==> src/hw/rtl/rks_pkg.sv <==
// Shared constants, codes and control types for the range k-th smallest block.
`default_nettype none

package rks_pkg;

  // Default sizes
  localparam int unsigned DEPTH_DEF      = 1024;
  localparam int unsigned VALUE_BITS_DEF = 32;

  // Fixed field widths of the item and result ports
  localparam int unsigned POS_BITS    = 10;
  localparam int unsigned LEN_BITS    = 11;
  localparam int unsigned OUT_BITS    = 32;
  localparam int unsigned STATUS_BITS = 2;

  // Width used to compare positions against the effective length (DEPTH <= 65536)
  localparam int unsigned CMP_BITS = 18;

  localparam logic [LEN_BITS-1:0] LEN_RESET = 11'd1024;

  // Item function codes
  localparam logic FUNC_WRITE = 1'b0;
  localparam logic FUNC_QUERY = 1'b1;

  // Result status codes
  localparam logic [STATUS_BITS-1:0] STATUS_OK       = 2'd0;
  localparam logic [STATUS_BITS-1:0] STATUS_BAD_POS  = 2'd1;
  localparam logic [STATUS_BITS-1:0] STATUS_BAD_RANK = 2'd2;

  // Controller states
  typedef enum logic [2:0] {
    ST_IDLE,
    ST_SCAN,
    ST_DRAIN,
    ST_DECIDE,
    ST_DONE
  } rks_state_e;

  // Commands from controller to datapath
  typedef struct packed {
    logic accept;  // take the input item (and do a write if it is one)
    logic step;    // issue one memory read and advance the scan address
    logic decide;  // settle one value bit and rewind the scan
    logic emit;    // load the result register
  } rks_cmd_t;

  // Status from datapath to controller
  typedef struct packed {
    logic in_query;  // presented item is a query
    logic in_err;    // presented query has bad positions or rank
    logic at_hi;     // scan address is at the right end of the range
    logic last_bit;  // the bit being settled is bit zero
    logic out_busy;  // result register full and stalled
  } rks_sts_t;

endpackage

`default_nettype wire

==> src/hw/rtl/rks_ctrl.sv <==
// Controller state machine: sequences write, scan passes and result delivery.
`default_nettype none

module rks_ctrl
  import rks_pkg::*;
(
  input  wire logic     clk_i,
  input  wire logic     rst_ni,
  input  wire logic     in_valid_i,
  output logic          in_stall_o,
  input  wire rks_sts_t sts_i,
  output rks_cmd_t      cmd_o
);

  rks_state_e state_q, state_d;

  // State register
  always_ff @(posedge clk_i or negedge rst_ni) begin
    if (!rst_ni) begin
      state_q <= ST_IDLE;
    end else begin
      state_q <= state_d;
    end
  end

  // Next state and commands
  always_comb begin
    state_d    = state_q;
    cmd_o      = '0;
    in_stall_o = 1'b1;
    case (state_q)
      ST_IDLE: begin
        in_stall_o = 1'b0;
        if (in_valid_i) begin
          cmd_o.accept = 1'b1;
          if (sts_i.in_query) begin
            state_d = sts_i.in_err ? ST_DONE : ST_SCAN;
          end
        end
      end
      ST_SCAN: begin
        cmd_o.step = 1'b1;
        if (sts_i.at_hi) begin
          state_d = ST_DRAIN;
        end
      end
      // last read of the pass lands and is counted here
      ST_DRAIN: begin
        state_d = ST_DECIDE;
      end
      ST_DECIDE: begin
        cmd_o.decide = 1'b1;
        state_d      = sts_i.last_bit ? ST_DONE : ST_SCAN;
      end
      ST_DONE: begin
        if (!sts_i.out_busy) begin
          cmd_o.emit = 1'b1;
          state_d    = ST_IDLE;
        end
      end
      default: begin
        state_d = ST_IDLE;
      end
    endcase
  end

endmodule

`default_nettype wire

==> config.mk <==
export PLATFORM = sky130hd
export DESIGN_NAME = rks_ctrl
export DESIGN_NICKNAME = d
export VERILOG_FILES = /design/src/hw/rtl/rks_pkg.sv /design/src/hw/rtl/rks_ctrl.sv
export SDC_FILE = /design/constraint.sdc
export NUM_CORES = 1
export LEC_CHECK = 0
export ABC_AREA = 0
export ABC_CLOCK_PERIOD_IN_PS = 1200
export BUFFER_PORTS_ARGS = -buffer_cell sky130_fd_sc_hd__buf_2
export CAP_MARGIN = 20
export CELL_PAD_IN_SITES_DETAIL_PLACEMENT = 1
export CELL_PAD_IN_SITES_GLOBAL_PLACEMENT = 1
export CORE_AREA = 3 3 40 42
export DETAILED_ROUTE_END_ITERATION = 10
export DIE_AREA = 0 0 43 45
export GPL_TIMING_DRIVEN = 0
export PLACE_DENSITY = 0.6
export SYNTH_ARGS = -nofsm -noshare
export SYNTH_HDL_FRONTEND = slang
export SYNTH_SLANG_ARGS = --single-unit
==> constraint.sdc <==
create_clock -name clk_i -period 1.2 [get_ports clk_i]
set_input_delay 0.06 -clock clk_i [delete_from_list [all_inputs] [get_ports clk_i]]
set_output_delay 0.06 -clock clk_i [all_outputs]
set_load 0.01 [all_outputs]
# Yosys cells after proc, flatten, opt, wreduce, memory -nomap -nowiden
# Cells that the tools add are included.
# W data, S select, Z words.
dict set report word_totals {
  regBits 3
  elab_cells 25
  out_inout_bits 5
  inputBits 8
}
dict set report classes {
  eq_ne 8
  muxes 14
  reduce_logical 2
}
# operator count
set op_table {}
lappend op_table {{$mux W3} 6}
lappend op_table {{$pmux W3 S5} 1}
lappend op_table {{$ne A2 B2 Y1 const B} 4}
lappend op_table {{$mux W1} 7}
lappend op_table {{$eq A3 B2 Y1 const B} 2}
lappend op_table {{$reduce_and A4 Y1} 1}
lappend op_table {{$eq A3 B1 Y1 const B} 1}
lappend op_table {{$eq A3 B3 Y1 const B} 1}
lappend op_table {{$logic_not A3 Y1} 1}

# Longest topological paths before layout
# Gate-level depths: netlist (run 1).
dict set report logic_depth {
  ltp_word 4
  depth_mapped 3
  depth_no_buf 2
}

# Worst setup path before layout (run 1)
# Ideal clock, no wire load.
dict set report synth_timing {
  path_kind {flip-flop to flip-flop}
  from {register state_q[1]}
  to {register state_q[2]}
  slack_ns 0.009
  t_arrival_ns 1.080
  period_less_slack_ns 1.191
  stages_incl_launch_ff 4
  setup_time_ns 0.111
  path_buffers 1
  required_ns 1.089
  cell_sequence {dfrtp_1 -> buf_6 -> or3b_1 -> a222oi_1}
}
dict set report synth_via {
  elab_chain_len 3
  word_cells_on_any_way 11
  cone_classes {8 x eq/ne; 1 x mux; 2 x reduce/logical}
}
# element line
set synth_lines {}
lappend synth_lines {{start, declared} rks_ctrl.sv:15} ;# rks_state_e state_q, state_d;
lappend synth_lines {{start signal, assigned} rks_ctrl.sv:22} ;# state_q <= state_d;
lappend synth_lines {{$eq A3 B1 Y1, or another cell as far along} rks_ctrl.sv:31} ;# case (state_q)
lappend synth_lines {{$ne A2 B2 Y1 (no line)} --}
lappend synth_lines {{$reduce_and A4 Y1 (no line)} --}
# Parallel ways exist; a longest one is shown, timed or not.
# A chain may end at the register's enable or synchronous reset.

# Worst setup path after layout (run 1)
# Ends and elaborated chain as after synthesis.

==> results of run 1 <==
-- timing repair --
item	in CTS	in global routing
pin swaps	4	5
resized for setup	5	1
buffers inserted	6	3
endpoints found under the setup margin	4	6
hold endpoints to repair	3	0
hold buffers	1	0
-- critical path, stage by stage, from the launching register on --
cell	delay (ps)
dfrtp_1	360
buf_6	130
or3b_1	380
a222oi_1	280
-- final cells by class --
class / instances / area share (%)
Buffer: 2 / 5.26
Multi-Input combinational cell: 16 / 32.2
Tap cell: 15 / 4.39
Clock buffer: 4 / 6.14
Timing Repair Buffer: 22 / 33.6
Sequential cell: 3 / 17.5
Inverter: 1 / 0.877
-- final timing paths --
kind                            start  depth (start not counted)    endpoint
max in group asynchronous      rst_ni                          2  state_q[1]
max                        state_q[1]                          3  state_q[2]
max reg2reg                state_q[1]                          3  state_q[2]
min                          sts_i[4]                          3  state_q[2]
min in group asynchronous      rst_ni                          2  state_q[2]
min reg2reg                state_q[0]                          2  state_q[2]
-- cells in the final DEF, fill, tap and decap left out, types with 2 or more instances in the layout --
| cell type | count |
|---|---|
| buf_2 | 11 |
| buf_4 | 9 |
| buf_6 | 3 |
| clkbuf_4 | 3 |
| dfrtp_1 | 3 |
| or3b_1 | 2 |
-- layer usage --
metal / track usage, % / share of wire [%] / vias to the layer above
li1: - / - / 133
met1: 8.50 / 40 / 122
met2: 14.7 / 54 / 9
met3: 2.39 / 3.3 / 3
met4: 9.04 / 2.8 / 0
met5: 0 / 0 / -
-- through the flow --
| step | hold slack (ps) | setup WS, ps | area, um2 | TNS, ps |
|---|---|---|---|---|
| floorplan | -236 | 8.96 | 215 | 0 |
| global placement | -143 | -85.1 | 294 | -85.1 |
| detailed placement | -143 | -64.5 | 294 | -64.5 |
| CTS | 107 | -84.8 | 399 | -328 |
| global route | 128 | -146 | 428 | -646 |
| finish | 119 | -65.1 | 428 | -223 |
-- cell families after synthesis --
group	after synthesis	share of synthesized area (%)
AOI/OAI and AO/OA	4	14.5
buffers and inverters	3	9.30
DFF	3	34.9
and+or+nand+nor	12	41.3
-- where the power goes --
group / internal [uW] / leakage, uW / total, uW / switching, uW
clock network: 125 / 0.0000150 / 183 / 57.6
logic: 436 / 0.000164 / 714 / 277
registers: 146 / 0.0000392 / 195 / 49.1
==> summary.txt, run 1 <==
Floorplan
  • Chip height: around 45 um
  • Core region area: 1280 um2
  • Starting density of the core: 16.7%
  • Die Width: 43 um
  • Die area: approximately 1900 um2
  • Number of placed I/O pins: 13
  • Cell Rows: 13

Power
  • Static leakage: 0.000218 uW
  • Power density over the cells: 2550 nW/um2
  • Total Power: about 1100 uW
  • Worst vdd rail ir drop: approximately 0.66 mV

Detailed routing
  • DR vias/cell: between 4 and 5
  • Final routed wirelength across all metal layers: approximately 760 um
  • Number of vias after detailed routing: between 200 and 300
  • Number of nets still failing antenna checks after routing: 0
  • Count of routing violations after the opening detailed-route iteration: 6
  • Post-route DRC violation count: 0
  • Wire per inst: about 12 um
  • Number of search-and-repair iterations in the first detailed-routing pass: 4

Synthesis
  • Sequential element share of the synthesized area: 34.9%
  • Primary flip-flop cell chosen by synthesis mapping: dfrtp_1
  • Mapped Nets: 30
  • Biggest area consumer among synthesized cells: dfrtp_1
  • Total of warnings raised by yosys: 0
  • Mean Syn Cell Area: roughly 9.8 um2
  • Count of unique library cells instantiated by Yosys: 19
  • #FFs+latches synth: 3
  • Mapped Cells: 22
  • Top cell types by occurrence after synthesis: 3 x dfrtp_1, 2 x or3b_1
  • Count leader, synth: dfrtp_1
  • Synth async-reset ratio: between 90% and 100%
  • Largest cells by area after synthesis: dfrtp_1 35%, or3b_1 8.1%, buf_6 5.2%
  • Count of flip-flops with a built-in enable after synthesis: 0
  • Proportion of netlist area held by the largest area contributor: roughly a third
  • Combined area of all synthesized cells: around 220 um2

GRT
  • GRT Resource Usage Total: under 10%
  • Number of antenna violations at the first check in global routing: 0
  • Largest net degree at the start of global routing: 8
  • Leftover overflow at the end of global routing: 0
  • Vias in the first global route: 274
  • Global-route wire length before repair: between 1000 and 1500 um

STA
  • Final setup violation count: 5
  • Total count of max-transition violations in the final report: 0
  • Clock period minus final worst setup slack: 1270 ps
  • Final hold viol count: 0
  • Highest attainable clock frequency: roughly 790 MHz
  • Worst setup slack after layout: -65.1 ps
  • Period utilisation layout: 105%
  • Tightest slew margin relative to the limit: between 80% and 90%
  • Clock tree skew after final layout: ~0.31 ps
  • Setup repair after global routing missed its margin: true
  • Slew @ Worst Pin: 273 ps

Layout
  • Count of inserted antenna diode cells: 0
  • Share of cells above drive strength 1: 62.5%
  • Register ranked first by flip-flop count: state_q
  • Post-route non-filler standard cell count: 63
  • Final nets: 57
  • Multi-input logic area: between 100 and 150 um2
  • Leading registers by flop count: state_q: 3 flops
  • Sequential cell area: around 75 um2
  • Flip-flop count of the largest register, all copies and words added: 3
  • Utilization after layout: ~33%
  • Fill cell instance count of the final layout: 158
  • Area Growth Syn to Fin: 98.8%

Clock tree
  • Clock insertion delay at the later pin of the skew report: around 240 ps
  • Maximum count of clock buffers along a single path: 2
  • # H-tree levels: 1
  • TritonCTS Buffers: 3
  • CTS sink count: 3
  • CTS Root Cell: clkbuf_4
  • Clock slew seen by the registers of the worst setup and hold paths: roughly 40 ps
  • Clock tree from TritonCTS: yes

Placed design
  • Last weighted congestion value of the routability-driven placer: 0.663
  • Detailed Place HPWL: a little over 400 um
  • Post-Place Cells: just under 50
  • Count of buffers inserted at the top-level ports: 12

Critical path
  • Crit Path Max Fanout: 6
  • CP Data Required Time: 1330 ps
  • Classification of the worst setup path: flip-flop to flip-flop
  • Kind of launch point of the worst setup path: flip-flop
  • Register-to-Register Setup Slack: -70 ps
  • CP endpoint kind: flip-flop
  • Data arrival time of the critical path: ~1400 ps

Run status
  • Failing checks: negative setup slack
  • Status: finished, violations left

Run
  • Max-capacitance violation count: 0

Min path
  • Class of the tightest hold or removal check: input port to flip-flop
(Power assumes the default switching activity.)
==> run 2: changes to the inputs <==
- ABC_AREA: 0 -> 1
- PLACE_DENSITY: 0.6 -> 0.67
==> run 2 against run 1 <==
  * The run now ends clean
  * Synthesized cell count rose by 59%
  * Critical path type is now flip-flop to primary output
  * Power fell by 18%
  * Highest routed layer is now met3
  * First-iteration DRC count decreased by 83%
  * Clock skew hardly changed
  * Setup slack better by 68 ps
  * Critical endpoint is now cmd_o[3]
  * Largest cell class is now multi-input combinational cells
==> summary.txt, run 2 <==
Critical path
  • Register-to-Register Setup Slack: 40 ps (was -70 ps)
  • Length in cells of the worst reg-to-reg path: 7 (was 3)
  • Ordered cell list for the critical path: nor2_4 > nand2_2 > nor2_1 > buf_2 (was buf_6 > or3b_1 > a222oi_1)
  • CP Data Required Time: 1140 ps (was 1330 ps)
  • Classification of the worst setup path: flip-flop to primary output (was flip-flop to flip-flop)
  • Data arrival time of the critical path: 1140 ps (was 1390 ps)
  • Reg-to-Reg Start: state_q[1] (unchanged)
  • Crit Path Max Fanout: 5 (was 6)
  • End of the worst register-to-register path: state_q[2] (unchanged)
  • CP max-delay cell: dfrtp_2 (was or3b_1)
  • CP endpoint kind: primary output (was flip-flop)
  • Highest cell delay on the worst timing path: 430 ps (was 380 ps)
  • Kind of launch point of the worst setup path: flip-flop (unchanged)

Placed design
  • DP Worst Slack: 92.1 ps (was -64.5 ps)
  • Last weighted congestion value of the routability-driven placer: 0.646 (was 0.663)
  • Count of buffers inserted at the top-level ports: 12 (unchanged)
  • Detailed Place HPWL: 527 um (was 415 um)

Floorplan
  • Number of placed I/O pins: 13 (unchanged)
  • Core region area: 1280 um2 (unchanged)
  • Chip height: 45 um (unchanged)
  • Die area: 1940 um2 (unchanged)
  • Die Width: 43 um (unchanged)
  • Starting density of the core: 19.9% (was 16.7%)
  • Cell Rows: 13 (unchanged)

Detailed routing
  • Final routed wirelength across all metal layers: 704 um (was 757 um)
  • Post-route DRC violation count: 0 (unchanged)
  • Wire per inst: 9.64 um (was 12.0 um)
  • DR vias/cell: 3.89 (was 4.24)
  • Number of vias after detailed routing: 284 (was 267)
  • Number of search-and-repair iterations in the first detailed-routing pass: 2 (was 4)
  • Count of routing violations after the opening detailed-route iteration: 1 (was 6)
  • Number of nets still failing antenna checks after routing: 0 (unchanged)

STA
  • Tightest slew margin relative to the limit: 88.8% (was 81.5%)
  • Worst setup slack after layout: 2.54 ps (was -65.1 ps)
  • Slew @ Worst Pin: 167 ps (was 273 ps)
  • Final hold viol count: 0 (unchanged)
  • Setup total negative slack: 0 ps (was -223 ps)
  • Highest attainable clock frequency: 835 MHz (was 790 MHz)
  • Setup repair after global routing missed its margin: true (unchanged)
  • Total count of max-transition violations in the final report: 0 (unchanged)
  • Final setup violation count: 0 (was 5)
  • Period utilisation layout: 99.8% (was 105%)
  • Clock tree skew after final layout: 0.259 ps (was 0.314 ps)
  • Clock period minus final worst setup slack: 1200 ps (was 1270 ps)

Synthesis
  • Count of flip-flops with a built-in enable after synthesis: 0 (unchanged)
  • Mean Syn Cell Area: 7.29 um2 (was 9.78 um2)
  • Proportion of netlist area held by the largest area contributor: 29.4% (was 34.9%)
  • Synth async-reset ratio: 100% (unchanged)
  • Largest cells by area after synthesis: dfrtp_1 29%, nand2_1 13%, nor2_4 13% (was dfrtp_1 35%, or3b_1 8.1%, buf_6 5.2%)
  • Count of unique library cells instantiated by Yosys: 13 (was 19)
  • Total of warnings raised by yosys: 0 (unchanged)
  • Mapped Cells: 35 (was 22)
  • Biggest area consumer among synthesized cells: dfrtp_1 (unchanged)
  • Count leader, synth: nand2_1 (was dfrtp_1)
  • Top cell types by occurrence after synthesis: 9 x nand2_1, 4 x inv_1 (was 3 x dfrtp_1, 2 x or3b_1)
  • Primary flip-flop cell chosen by synthesis mapping: dfrtp_1 (unchanged)
  • Mapped Nets: 43 (was 30)
  • #FFs+latches synth: 3 (unchanged)
  • Sequential element share of the synthesized area: 29.4% (was 34.9%)
  • Combined area of all synthesized cells: 255 um2 (was 215 um2)

Layout
  • Leading cell types in the layout, fill and taps excluded: 12 x buf_2, 9 x nand2_1, 6 x buf_4, 4 x inv_1 (was 11 x buf_2, 9 x buf_4, 3 x buf_6, 3 x clkbuf_4, 3 x dfrtp_1)
  • Count of inserted antenna diode cells: 0 (unchanged)
  • Share of cells above drive strength 1: 67.2% (was 62.5%)
  • Leading registers by flop count: state_q: 3 flops (unchanged)
  • Utilization after layout: 33.2% (was 33.3%)
  • Area Growth Syn to Fin: 67.2% (was 98.8%)
  • Final nets: 67 (was 57)
  • Register ranked first by flip-flop count: state_q (unchanged)
  • Flip-flop count of the largest register, all copies and words added: 3 (unchanged)
  • Most common library cell in the layout ignoring fill and taps: buf_2 (unchanged)

Min path
  • WHS Endpoint: state_q[0] (was state_q[2])
  • Hold Path Origin: sts_i[2] (was sts_i[4])
  • Number of cells on the worst hold path: 4 (was 3)
  • Class of the tightest hold or removal check: input port to flip-flop (unchanged)

Power
  • Worst vdd rail ir drop: 0.655 mV (was 0.657 mV)
  • Reported net switching power: 379 uW (was 384 uW)
  • Portion of total power attributed to sequential cells: 20.6% (was 17.9%)
  • Clock Power Share: 19.6% (was 16.7%)
  • Power density over the cells: 2100 nW/um2 (was 2550 nW/um2)
  • Total Power: 896 uW (was 1090 uW)
  • Switching part of the total power: 42.3% (was 35.2%)
  • Power share of the combinational group: 59.9% (was 65.4%)
  • Static leakage: 0.000229 uW (was 0.000218 uW)
  • Cell Int Power: 517 uW (was 708 uW)

Clock tree
  • Clock insertion delay at the later pin of the skew report: 230 ps (was 240 ps)
  • # H-tree levels: 1 (unchanged)
  • Clock tree from TritonCTS: yes (unchanged)
  • Maximum count of clock buffers along a single path: 2 (unchanged)
  • Clock slew seen by the registers of the worst setup and hold paths: 40 ps (about the same)
  • TritonCTS Buffers: 3 (unchanged)
  • CTS sink count: 3 (unchanged)
  • CTS Root Cell: clkbuf_4 (unchanged)

GRT
  • M2 GR Usage: 14.1% (was 14.7%)
  • Global Route met3 Usage: 3.59% (was 2.39%)
  • Number of antenna violations at the first check in global routing: 0 (unchanged)
  • Vias in the first global route: 316 (was 274)
  • GRT Resource Usage Total: 8.34% (was 8.76%)
  • Largest net degree at the start of global routing: 7 (was 8)
  • Global-route layer with the greatest usage: met2 (unchanged)
  • Global-route wire length before repair: 1150 um (was 1130 um)
  • Global-route track usage on met1: 8.47% (was 8.50%)
  • Leftover overflow at the end of global routing: 0 (unchanged)

Run status
  • Status: finished clean (was finished, violations left)

Run
  • Max-capacitance violation count: 0 (unchanged)
[run 2: metal layers]
| metal | vias to the layer above | share of wire [%] |
|---|---|---|
| met2 | 5 | 54 |
| met5 | - | 0 |
| met1 | 127 | 41 |
| met4 | 0 | 0 |
| met3 | 0 | 4.7 |
| li1 | 152 | - |
[run 2: logic make-up (layout without fill, tap and decap cells)]
group	after synthesis	count (layout)	share of synthesized area, %
AND/OR/NAND/NOR	23	23	53.4
buffers and inverters	7	30	10.3
flip-flops	3	3	29.4
AO/OA/AOI/OAI	2	2	6.86
[run 2: timing repair]
action	4_1_cts	5_1_grt
hold endpoints to repair	3	0
gates resized for setup	3	2
setup endpoints to repair	2	4
pin swaps	1	3
setup buffers	4	2
hold buffers	1	0
[run 2: through the flow]
stage                     hold slack [ps]  instance area (um2)  cells
after floorplan                      -236                  255     35
after global placement               -141                  334     62
after detailed placement             -139                  334     62
after CTS                            87.1                  408     71
after global routing                  123                  427     73
final                                95.2                  427     73
[run 2: area by class of cell]
class	count	area [um2]
Fill cell	169	858
Multi-Input combinational cell	25	159
Timing Repair Buffer	19	115
Sequential cell	3	78.8
Inverter	7	28.8
Clock buffer	4	26.3
Tap cell	15	18.8
[run 2: worst max path at each step]
stage / start / endpoint
after detailed placement: state_q[1] / state_q[2]
after global routing: state_q[1] / cmd_o[3]
final: state_q[1] / cmd_o[3]
after floorplan: state_q[1] / state_q[2]
after CTS: state_q[2] / cmd_o[2]
after global placement: state_q[1] / state_q[2]
[run 2: critical path: cells and delay by family (launching register included)]
family        cells  cell delay, ps
buf+inv           1             130
flops             1             430
simple gates      3             350
[run 2: power groups by stage]
stage                     registers (uW)  clock network [uW]  logic (uW)
after floorplan                      179                   0         284
after global placement               184                   0         390
after detailed placement             185                   0         393
after CTS                            177                 187         489
after global routing                 191                 187         608
final                                184                 175         537
==> run 3: changes to the inputs <==
- PLACE_DENSITY: 0.67 -> default
- PLACE_DENSITY_LB_ADDON: default -> 0.1
==> run 3 against run 2 <==
  * First-iteration DRC count shrank 100%
  * Design area shrank 2.3%
  * Die area is the same
  * Core utilization shrank 0.78 points
  * Fmax grew 3.2%
  * Clock power is essentially flat
  * Clock skew is essentially flat
  * Sequential power is essentially flat
  * Final cell count shrank 2.7%
==> summary.txt, run 3 (synthesized netlist as in run 2, its figures left out) <==
STA
  • Clock tree skew after final layout: 0.163 ps (was 0.259 ps)
  • Final setup violation count: 0 (unchanged)
  • Tightest slew margin relative to the limit: 89.3% (was 88.8%)
  • Highest attainable clock frequency: 862 MHz (was 835 MHz)
  • Setup repair after global routing missed its margin: true (unchanged)
  • Worst setup slack after layout: 40.1 ps (was 2.54 ps)
  • Final hold viol count: 0 (unchanged)
  • Period utilisation layout: 96.7% (was 99.8%)
  • Total count of max-transition violations in the final report: 0 (unchanged)
  • Slew @ Worst Pin: 159 ps (was 167 ps)
  • Clock period minus final worst setup slack: 1160 ps (was 1200 ps)

GRT
  • Global Route met3 Usage: 2.79% (was 3.59%)
  • M2 GR Usage: 17.1% (was 14.1%)
  • Leftover overflow at the end of global routing: 0 (unchanged)
  • Vias in the first global route: 320 (was 316)
  • Number of antenna violations at the first check in global routing: 0 (unchanged)
  • Global-route wire length before repair: 1240 um (was 1150 um)
  • Global-route track usage on met1: 7.73% (was 8.47%)
  • GRT Resource Usage Total: 9.00% (was 8.34%)
  • Largest net degree at the start of global routing: 7 (unchanged)
  • Global-route layer with the greatest usage: met2 (unchanged)

Layout
  • Share of cells above drive strength 1: 66.1% (was 67.2%)
  • Area Growth Syn to Fin: 63.2% (was 67.2%)
  • Flip-flop count of the largest register, all copies and words added: 3 (unchanged)
  • Leading cell types in the layout, fill and taps excluded: 12 x buf_2, 9 x nand2_1, 4 x inv_1, 4 x buf_4 (was 12 x buf_2, 9 x nand2_1, 6 x buf_4, 4 x inv_1)
  • Summed area of non-filler cells in the final layout: 417 um2 (was 427 um2)
  • Leading registers by flop count: state_q: 3 flops (unchanged)
  • Count of inserted antenna diode cells: 0 (unchanged)
  • Final nets: 65 (was 67)
  • Register ranked first by flip-flop count: state_q (unchanged)
  • Most common library cell in the layout ignoring fill and taps: buf_2 (unchanged)

Clock tree
  • # H-tree levels: 1 (unchanged)
  • TritonCTS Buffers: 3 (unchanged)
  • Clock insertion delay at the later pin of the skew report: 230 ps (about the same)
  • Clock slew seen by the registers of the worst setup and hold paths: 40 ps (about the same)
  • Clock tree from TritonCTS: yes (unchanged)
  • Maximum count of clock buffers along a single path: 2 (unchanged)
  • CTS sink count: 3 (unchanged)
  • CTS Root Cell: clkbuf_4 (unchanged)

Min path
  • Class of the tightest hold or removal check: input port to flip-flop (unchanged)
  • Number of cells on the worst hold path: 4 (unchanged)
  • Hold Path Origin: sts_i[2] (unchanged)
  • WHS Endpoint: state_q[0] (unchanged)

Detailed routing
  • Number of vias after detailed routing: 288 (was 284)
  • Number of search-and-repair iterations in the first detailed-routing pass: 1 (was 2)
  • Post-route DRC violation count: 0 (unchanged)
  • DR vias/cell: 4.06 (was 3.89)
  • Count of routing violations after the opening detailed-route iteration: 0 (was 1)
  • Number of nets still failing antenna checks after routing: 0 (unchanged)
  • Final routed wirelength across all metal layers: 696 um (was 704 um)
  • Wire per inst: 9.80 um (was 9.64 um)

Floorplan
  • Starting density of the core: 19.9% (unchanged)
  • Die area: 1940 um2 (unchanged)
  • Die Width: 43 um (unchanged)
  • Chip height: 45 um (unchanged)
  • Core region area: 1280 um2 (unchanged)
  • Cell Rows: 13 (unchanged)
  • Number of placed I/O pins: 13 (unchanged)

Critical path
  • Kind of launch point of the worst setup path: flip-flop (unchanged)
  • Data arrival time of the critical path: 1100 ps (was 1140 ps)
  • CP Data Required Time: 1140 ps (about the same)
  • End of the worst register-to-register path: state_q[2] (unchanged)
  • CP endpoint kind: primary output (unchanged)
  • Register-to-Register Setup Slack: 70 ps (was 40 ps)
  • Crit Path Max Fanout: 4 (was 5)
  • Length in cells of the worst reg-to-reg path: 7 (unchanged)
  • Classification of the worst setup path: flip-flop to primary output (unchanged)
  • Reg-to-Reg Start: state_q[0] (was state_q[1])

Power
  • Power share of the combinational group: 58.1% (was 59.9%)
  • Worst vdd rail ir drop: 0.953 mV (was 0.655 mV)
  • Reported net switching power: 371 uW (was 379 uW)
  • Power density over the cells: 2060 nW/um2 (was 2100 nW/um2)
  • Cell Int Power: 486 uW (was 517 uW)
  • Clock Power Share: 20.4% (was 19.6%)
  • Portion of total power attributed to sequential cells: 21.5% (was 20.6%)
  • Static leakage: 0.000221 uW (was 0.000229 uW)
  • Switching part of the total power: 43.3% (was 42.3%)

Run status
  • Status: finished clean (unchanged)

Placed design
  • Last weighted congestion value of the routability-driven placer: 0.659 (was 0.646)
  • Count of buffers inserted at the top-level ports: 12 (unchanged)
  • DP Worst Slack: 78.0 ps (was 92.1 ps)
  • Detailed Place HPWL: 552 um (was 527 um)
  • Instance area at placement: 334 um2 (unchanged)

Run
  • Max-capacitance violation count: 0 (unchanged)
[run 3: power groups by stage]
stage / clock network (uW) / logic, uW / registers (uW)
2_1_floorplan: 0 / 284 / 179
3_3_place_gp: 0 / 388 / 187
3_5_place_dp: 0 / 394 / 187
4_1_cts: 185 / 471 / 176
5_1_grt: 194 / 572 / 187
6_report: 175 / 498 / 184
[run 3: repair_timing]
| action | 4_1_cts | 5_1_grt |
|---|---|---|
| hold buffers | 1 | 0 |
| hold endpoints to repair | 3 | 0 |
| pin swaps | 1 | 0 |
| gates resized for setup | 3 | 3 |
| setup buffers | 3 | 1 |
| endpoints found under the setup margin | 2 | 4 |
[run 3: area by class of cell]
| type | count | area (um2) |
|---|---|---|
| Fill cell | 174 | 868 |
| Multi-Input combinational cell | 25 | 164 |
| Timing Repair Buffer | 17 | 100 |
| Sequential cell | 3 | 78.8 |
| Inverter | 7 | 28.8 |
| Clock buffer | 4 | 26.3 |
| Tap cell | 15 | 18.8 |
[run 3: worst max path at each step]
stage               start  slack (ps)  cells after the start         end
2_1_floorplan  state_q[1]         190                      6  state_q[2]
3_3_place_gp   state_q[1]          90                      6  state_q[2]
3_5_place_dp   state_q[1]          80                      6  state_q[2]
4_1_cts        state_q[0]          10                      4    cmd_o[3]
5_1_grt        state_q[0]         -40                      4    cmd_o[3]
6_report       state_q[0]          40                      4    cmd_o[3]
[run 3: critical path, cell delays in order, from the launching register on]
cell and delay (ps):
dfrtp_2 410, nor2_4 160, nand2_2 80, nor2_1 80, buf_2 130
[run 3: routing by layer]
layer	routed length, um	vias to the layer above
met1	264	133
met3	37	0
met5	0	-
met4	0	0
met2	393	7
li1	-	148
[run 3: per-stage QoR]
| step | utilization, % | total power [uW] | hold slack (ps) | TNS [ps] | instances |
|---|---|---|---|---|---|
| 2_1_floorplan | - | 464 | -236 | 0 | 35 |
| 3_3_place_gp | 26.0 | 575 | -143 | 0 | 62 |
| 3_5_place_dp | 26.0 | 581 | -142 | 0 | 62 |
| 4_1_cts | 31.2 | 832 | 97.4 | 0 | 70 |
| 5_1_grt | 32.4 | 953 | 113 | -86.4 | 71 |
| 6_report | 32.4 | 857 | 97.7 | 0 | 71 |
